--- src/hw/rtl/mcas_pkg.sv ---
// Shared types and constants of the min-cost assignment solver.
`default_nettype none
package mcas_pkg;

    localparam int MAX_N     = 16;
    localparam int IDX_W     = 5;
    localparam int ROW_W     = 4;
    localparam int COST_BITS = 16;
    localparam int POT_W     = 24;
    localparam int CUR_W     = 26;
    localparam int TOTAL_W   = 20;
    localparam int ADDR_W    = 8;
    localparam int DEPTH     = MAX_N * MAX_N;

    localparam logic signed [POT_W-1:0] SLACK_INF = 24'sh7FFFFF;

    typedef struct packed {
        logic [ROW_W-1:0]            entry_row;
        logic [ROW_W-1:0]            entry_col;
        logic signed [COST_BITS-1:0] entry_cost;
        logic                        last_entry;
    } entry_t;

    typedef struct packed {
        logic [ROW_W-1:0]            result_row;
        logic [ROW_W-1:0]            assigned_col;
        logic signed [COST_BITS-1:0] pair_cost;
        logic signed [TOTAL_W-1:0]   running_total;
        logic                        last_result;
    } result_t;

    typedef enum logic [3:0] {
        ST_IDLE,
        ST_SOLVE_INIT,
        ST_ROW_INIT,
        ST_STEP,
        ST_READ,
        ST_COMPARE,
        ST_UPDATE,
        ST_AUGMENT,
        ST_ASSIGN,
        ST_OUT_READ,
        ST_OUT_EMIT
    } state_t;

    typedef enum logic [3:0] {
        OP_NONE,
        OP_SOLVE_INIT,
        OP_ROW_INIT,
        OP_STEP,
        OP_READ,
        OP_COMPARE,
        OP_UPDATE,
        OP_AUGMENT,
        OP_ASSIGN,
        OP_OUT_READ,
        OP_OUT_EMIT
    } dp_op_t;

    typedef struct packed {
        logic   load;
        dp_op_t op;
    } cmd_t;

    typedef struct packed {
        logic scan_done;
        logic step_again;
        logic aug_last;
        logic rows_done;
        logic out_done;
    } stat_t;

endpackage
`default_nettype wire

--- src/hw/rtl/mcas_ctrl.sv ---
// Controller state machine that sequences loading, solving and result output.
`default_nettype none
module mcas_ctrl
    import mcas_pkg::*;
(
    input  wire logic  clk,
    input  wire logic  rst_n,
    input  wire logic  start,
    input  wire logic  last_entry,
    input  wire stat_t stat,
    output cmd_t       cmd,
    output logic       busy
);

    state_t state_reg;
    state_t state_next;

    always_ff @(posedge clk or negedge rst_n)
    begin
        if (!rst_n)
        begin
            state_reg <= ST_IDLE;
        end
        else
        begin
            state_reg <= state_next;
        end
    end

    always_comb
    begin
        state_next = state_reg;
        cmd.load   = 1'b0;
        cmd.op     = OP_NONE;
        busy       = 1'b1;
        unique case (state_reg)
            ST_IDLE:
            begin
                busy     = 1'b0;
                cmd.load = start;
                if (start && last_entry)
                begin
                    state_next = ST_SOLVE_INIT;
                end
            end
            ST_SOLVE_INIT:
            begin
                cmd.op     = OP_SOLVE_INIT;
                state_next = ST_ROW_INIT;
            end
            ST_ROW_INIT:
            begin
                cmd.op     = OP_ROW_INIT;
                state_next = ST_STEP;
            end
            ST_STEP:
            begin
                cmd.op     = OP_STEP;
                state_next = ST_READ;
            end
            ST_READ:
            begin
                cmd.op     = OP_READ;
                state_next = ST_COMPARE;
            end
            ST_COMPARE:
            begin
                cmd.op     = OP_COMPARE;
                state_next = stat.scan_done ? ST_UPDATE : ST_READ;
            end
            ST_UPDATE:
            begin
                cmd.op = OP_UPDATE;
                if (stat.scan_done)
                begin
                    state_next = stat.step_again ? ST_STEP : ST_AUGMENT;
                end
            end
            ST_AUGMENT:
            begin
                cmd.op = OP_AUGMENT;
                if (stat.aug_last)
                begin
                    state_next = stat.rows_done ? ST_ASSIGN : ST_ROW_INIT;
                end
            end
            ST_ASSIGN:
            begin
                cmd.op = OP_ASSIGN;
                if (stat.scan_done)
                begin
                    state_next = ST_OUT_READ;
                end
            end
            ST_OUT_READ:
            begin
                cmd.op     = OP_OUT_READ;
                state_next = ST_OUT_EMIT;
            end
            ST_OUT_EMIT:
            begin
                cmd.op     = OP_OUT_EMIT;
                state_next = stat.out_done ? ST_IDLE : ST_OUT_READ;
            end
            default:
            begin
                state_next = ST_IDLE;
            end
        endcase
    end

endmodule
`default_nettype wire

--- config.mk ---
export PLATFORM = sky130hd
export DESIGN_NAME = mcas_ctrl
export DESIGN_NICKNAME = d
export VERILOG_FILES = /design/src/hw/rtl/mcas_pkg.sv /design/src/hw/rtl/mcas_ctrl.sv
export SDC_FILE = /design/constraint.sdc
export NUM_CORES = 1
export LEC_CHECK = 0
export ABC_AREA = 1
export ABC_CLOCK_PERIOD_IN_PS = 1300
export BUFFER_PORTS_ARGS = -buffer_cell sky130_fd_sc_hd__buf_2
export CAP_MARGIN = 20
export CORE_AREA = 2 2 39 41
export DETAILED_ROUTE_END_ITERATION = 10
export DIE_AREA = 0 0 41 43
export PLACE_DENSITY = 0.55
export REMOVE_ABC_BUFFERS = 1
export SETUP_SLACK_MARGIN = 0.5
export SYNTH_ARGS = -nofsm -noshare
export SYNTH_HDL_FRONTEND = slang
export SYNTH_SLANG_ARGS = --single-unit
--- constraint.sdc ---
create_clock -name clk -period 1.3 [get_ports clk]
set_clock_uncertainty 0.05 [all_clocks]
set_input_delay 0.26 -clock clk [delete_from_list [all_inputs] [get_ports clk]]
set_output_delay 0.26 -clock clk [all_outputs]
set_load 0.05 [all_outputs]
# Yosys cells after proc, flatten, opt, wreduce, memory -nomap -nowiden
# Index checks and enable logic that the tools add are counted.
dict set report totals {
  regBits 4
  latchBits 0
  ram_bits 0
  mem_bits_ro 0
  in_bits 9
  out_inout_bits 6
  elab_cells 30
  mem_count 0
}
dict set report classes {
  addsub 0
  mul 0
  n_div 0
  order_cmp 0
  n_eq_ne 14
  shifts 0
  muxes 12
  n_bitwise 0
  reduce_logical 3
}
# op count
set op_table {}
lappend op_table {{$pmux W4 S11} 1}
lappend op_table {{$pmux W4 S10} 1}
lappend op_table {{$mux W4} 6}
lappend op_table {{$eq A4 B3 Y1 const B} 4}
lappend op_table {{$eq A4 B4 Y1 const B} 3}
lappend op_table {{$eq A4 B2 Y1 const B} 2}
lappend op_table {{$ne A2 B2 Y1 const B} 4}
lappend op_table {{$eq A4 B1 Y1 const B} 1}
lappend op_table {{$logic_not A4 Y1} 1}
lappend op_table {{$reduce_and A4 Y1} 1}
lappend op_table {{$mux W3} 1}
lappend op_table {{$mux W1} 2}
lappend op_table {{$mux W2} 1}
lappend op_table {{$logic_and A1 B1 Y1} 1}

# Logic depth before layout (Yosys ltp)
dict set report logic_depth {
  depth_word 3
  depth_mapped 8
}

# Worst setup path before layout
# OpenSTA, ideal clock, no wires.
dict set report synth_path {
  kind {register to output}
  startpoint {register state_reg[1]}
  endpoint {output cmd[4] (netlist name)}
  arrival_time_ps 1722
  path_slack_ps -732
  path_stages_with_launch 4
  cell_sequence {dfrtp_1 > nor2_1 > nand2_1 > nor2_1}
}
# element line_no
set synth_lines {}
lappend synth_lines {{from (decl)} mcas_ctrl.sv:15} ;# state_t state_reg;
lappend synth_lines {{from (signal assigned)} mcas_ctrl.sv:26} ;# state_reg <= state_next;
lappend synth_lines {{to (decl)} mcas_ctrl.sv:11} ;# output cmd_t cmd,

==> flow_metrics.env <==
export IMPL_cp_cell_sequence="buf_4 > a21oi_2 > buf_6"
export IMPL_wl_met3_um=30
export IMPL_dieArea_sq_um=1760
export IMPL_violations="setup timing"
export IMPL_netlist_instances=63
export IMPL_worstSetupEndpoint="cmd[1]"
export IMPL_cp_required_ns=0.99
export IMPL_wl_per_cell_um=10.6
export IMPL_vdd_drop_max_mv=0.965
export IMPL_leakage_nw=0.393
export IMPL_worst_pin_slew_ns=0.249
export IMPL_cp_data_arrival_time_ns=1.16
export IMPL_cts_buffer_depth=2
export IMPL_synth_top_cell_by_area="dfrtp_1"
export IMPL_grt_start_max_net_pins=7
export IMPL_num_fill_cells=134
export IMPL_floorplan_rows=14
export IMPL_wl_met1_um=500
export IMPL_n_antenna_cell=0
export IMPL_outcome="finished, violations left"
export IMPL_largest_reg_flops=4
export IMPL_core_sq_um=1380
export IMPL_cts_reportedPaths_clkPinSlew_ns=0.04
export IMPL_htree_num_levels=1
export IMPL_cts_made_buffers=3
export IMPL_start_util_pct=26.7
export IMPL_clkLatencyLatePin_ns=0.23
export IMPL_area_growth_synth_to_final_pct=109
export IMPL_slew_violations=0
export IMPL_hold_viol=0
export IMPL_yosysSeqAreaShare_pct=27.1
export IMPL_ys_ff_latch=4
export IMPL_synth_top_area_share_pct=27.1
export IMPL_grt_usage_pct=15.6
export IMPL_rsz0062_at_grt="yes"
export IMPL_wirelength_mm=1.22
export IMPL_yosys_warnings=0
export IMPL_pre_cts_ws_ns=-0.0501
export IMPL_synth_top_family_by_area="simple AND/OR/NAND/NOR gates"
export IMPL_drt_iter0_markers=6
export IMPL_drive_gt1_share_pct=68.7
export IMPL_powerDensity_nw_per_um2=3030
export IMPL_yosys_area_share_simple_pct=52.5
export IMPL_fin_crit_sh_pct=113
export IMPL_grt_antenna_before_repair=0
export IMPL_syn_area_sq_um=369
export IMPL_synth_area_leaders="dfrtp_1, nand2_1, nand3_1"
export IMPL_cap_violations=0
export IMPL_grt_pass1_vias=473
export IMPL_gp_congestion=0.746
export IMPL_drtPass1Iterations=4
export IMPL_io_buffers=14
export IMPL_critical_path_max_fanout=6
export IMPL_drc_errors=0
export IMPL_synth_compound_area_share_pct=9.15
export IMPL_vias_per_cell=4.60
export IMPL_synthAdderAreaFrac_pct=0
export IMPL_fmax_mhz=680
export IMPL_ant_nets=0
export IMPL_root_buffer="clkbuf_4"
export IMPL_final_nets=110
export IMPL_hold_path_class="input pin to flop"
export IMPL_grt_pass1_wl_mm=1.83
export IMPL_syn_area_per_cell_sq_um=5.86
export IMPL_fp_dieH_um=43
export IMPL_die_x_um=41
export IMPL_top_layer="met4"
export IMPL_rr_startpoint="state_reg[1]"
export IMPL_ios=15
export IMPL_finalInstanceArea_sq_um=773
export IMPL_setup_viol=10
export IMPL_startpoint="state_reg[3]"
export IMPL_setup_tns_ns=-1.06
export IMPL_crit_path_top_delay_cell="dfrtp_2"
export IMPL_cts_sinks=4
export IMPL_dpl_instance_area_sq_um=534
export IMPL_crit_type="flop to primary output"
export IMPL_synthMuxAreaShare_pct=0
export IMPL_setup_worst_path_start_class="flop"
export IMPL_finalNonFillerCells=115
export IMPL_worst_slack_ns=-0.170
export IMPL_hpwl_um=809
export IMPL_relSlewSlack_pct=83.5
export IMPL_fin_crit_ns=1.47
export IMPL_vias=529
export IMPL_r2r_setup_slack_ns=-0.07
export IMPL_dp_cells=103
export IMPL_grt_ovfl_total=0
export IMPL_critPathMaxStageDelay_ns=0.46
export IMPL_synth_distinct_cells=16
export IMPL_cts_tree="done"
export IMPL_end_kind="primary output"
export IMPL_worstReg2RegEnd="state_reg[3]"
export IMPL_wl_met2_um=669
export IMPL_yosys_area_share_xor_xnor_pct=0
export IMPL_reg2reg_depth=8
==> cell usage in the layout (no fill, tap or decap), drive strengths merged <==
cell type	count
nor2	10
nand3b	2
dfrtp	4
o21ai	3
inv	10
nand2	23
a21oi	1
dlygate4sd3	1
clkinv	1
nand3	7
o211ai	1
clkbuf	3
buf	32
o22ai	1
==> report_power, final <==
group / total, mW / leakage (nW) / switching [mW] / internal (mW)
Combinational: 1.85 / 0.334 / 1.02 / 0.835
Clock: 0.151 / 0.0138 / 0.0484 / 0.103
Sequential: 0.339 / 0.0452 / 0.139 / 0.200
==> per-stage QoR <==
stage                     hold WS, ns  total power, mW  util (%)
after floorplan               -0.0856             1.11         -
after global placement         0.0196             1.57      38.6
after detailed placement       0.0191             1.56      38.6
after CTS                       0.271             2.11      51.2
after global routing            0.286             2.52      55.9
final                           0.287             2.34      55.9
==> cell type report <==
| cell class | instances | area, sq um | area share, % |
|---|---|---|---|
| multi-input combinational | 48 | 319 | 41.3 |
| timing repair buffer | 33 | 265 | 34.3 |
| sequential | 4 | 105 | 13.6 |
| inverter | 11 | 41.3 | 5.34 |
| clock buffer | 3 | 22.5 | 2.91 |
| tap | 16 | 20.0 | 2.59 |
==> worst min path at each step <==
stage | start | end | slack (ns) | depth (start not counted)
2_1_floorplan | rst_n | state_reg[0] | -0.09 | 0
3_3_place_gp | rst_n | state_reg[0] | 0.02 | 1
3_5_place_dp | rst_n | state_reg[1] | 0.02 | 1
4_1_cts | stat[3] | state_reg[2] | 0.27 | 4
5_1_grt | stat[3] | state_reg[2] | 0.29 | 4
6_report | stat[3] | state_reg[2] | 0.29 | 4
==> worst max-delay path, delay by kind of cell (launching register included) <==
family	cells	cell delay (ns)
compound gates	1	0.14
buf+inv	2	0.34
flops	1	0.46
==> timing repair <==
action	in CTS	in global routing
endpoints found under the hold margin	4	0
setup buffers	5	3
hold buffers	1	0
pin swaps	11	7
gates resized for setup	33	12
setup endpoints to repair	10	10
==> Yosys cell counts <==
master,count
nor2_4,1
a21oi_1,1
nor2_1,8
inv_1,5
dfrtp_1,4
clkinv_1,2
o21ai_0,1
nand3_1,7
o22ai_1,1
nand2_1,19
nor2_2,1
o21ai_1,2
o211ai_1,1
nand2_2,4
inv_2,4
nand3b_1,2
==> routing by layer <==
| layer | vias to the layer above | GRT usage [%] |
|---|---|---|
| li1 | 270 | - |
| met1 | 244 | 16.9 |
| met2 | 12 | 25.6 |
| met3 | 3 | 3.14 |
| met4 | 0 | 10.0 |
| met5 | - | 0 |
==> cells by family (layout without fill, tap and decap cells) <==
group / count (synthesis) / count (layout)
buffers and inverters: 11 / 47
flip-flops: 4 / 4
AND/OR/NAND/NOR: 42 / 42
AO/OA/AOI/OAI: 6 / 6
No activity file was read; power rests on OpenSTA's default activity.
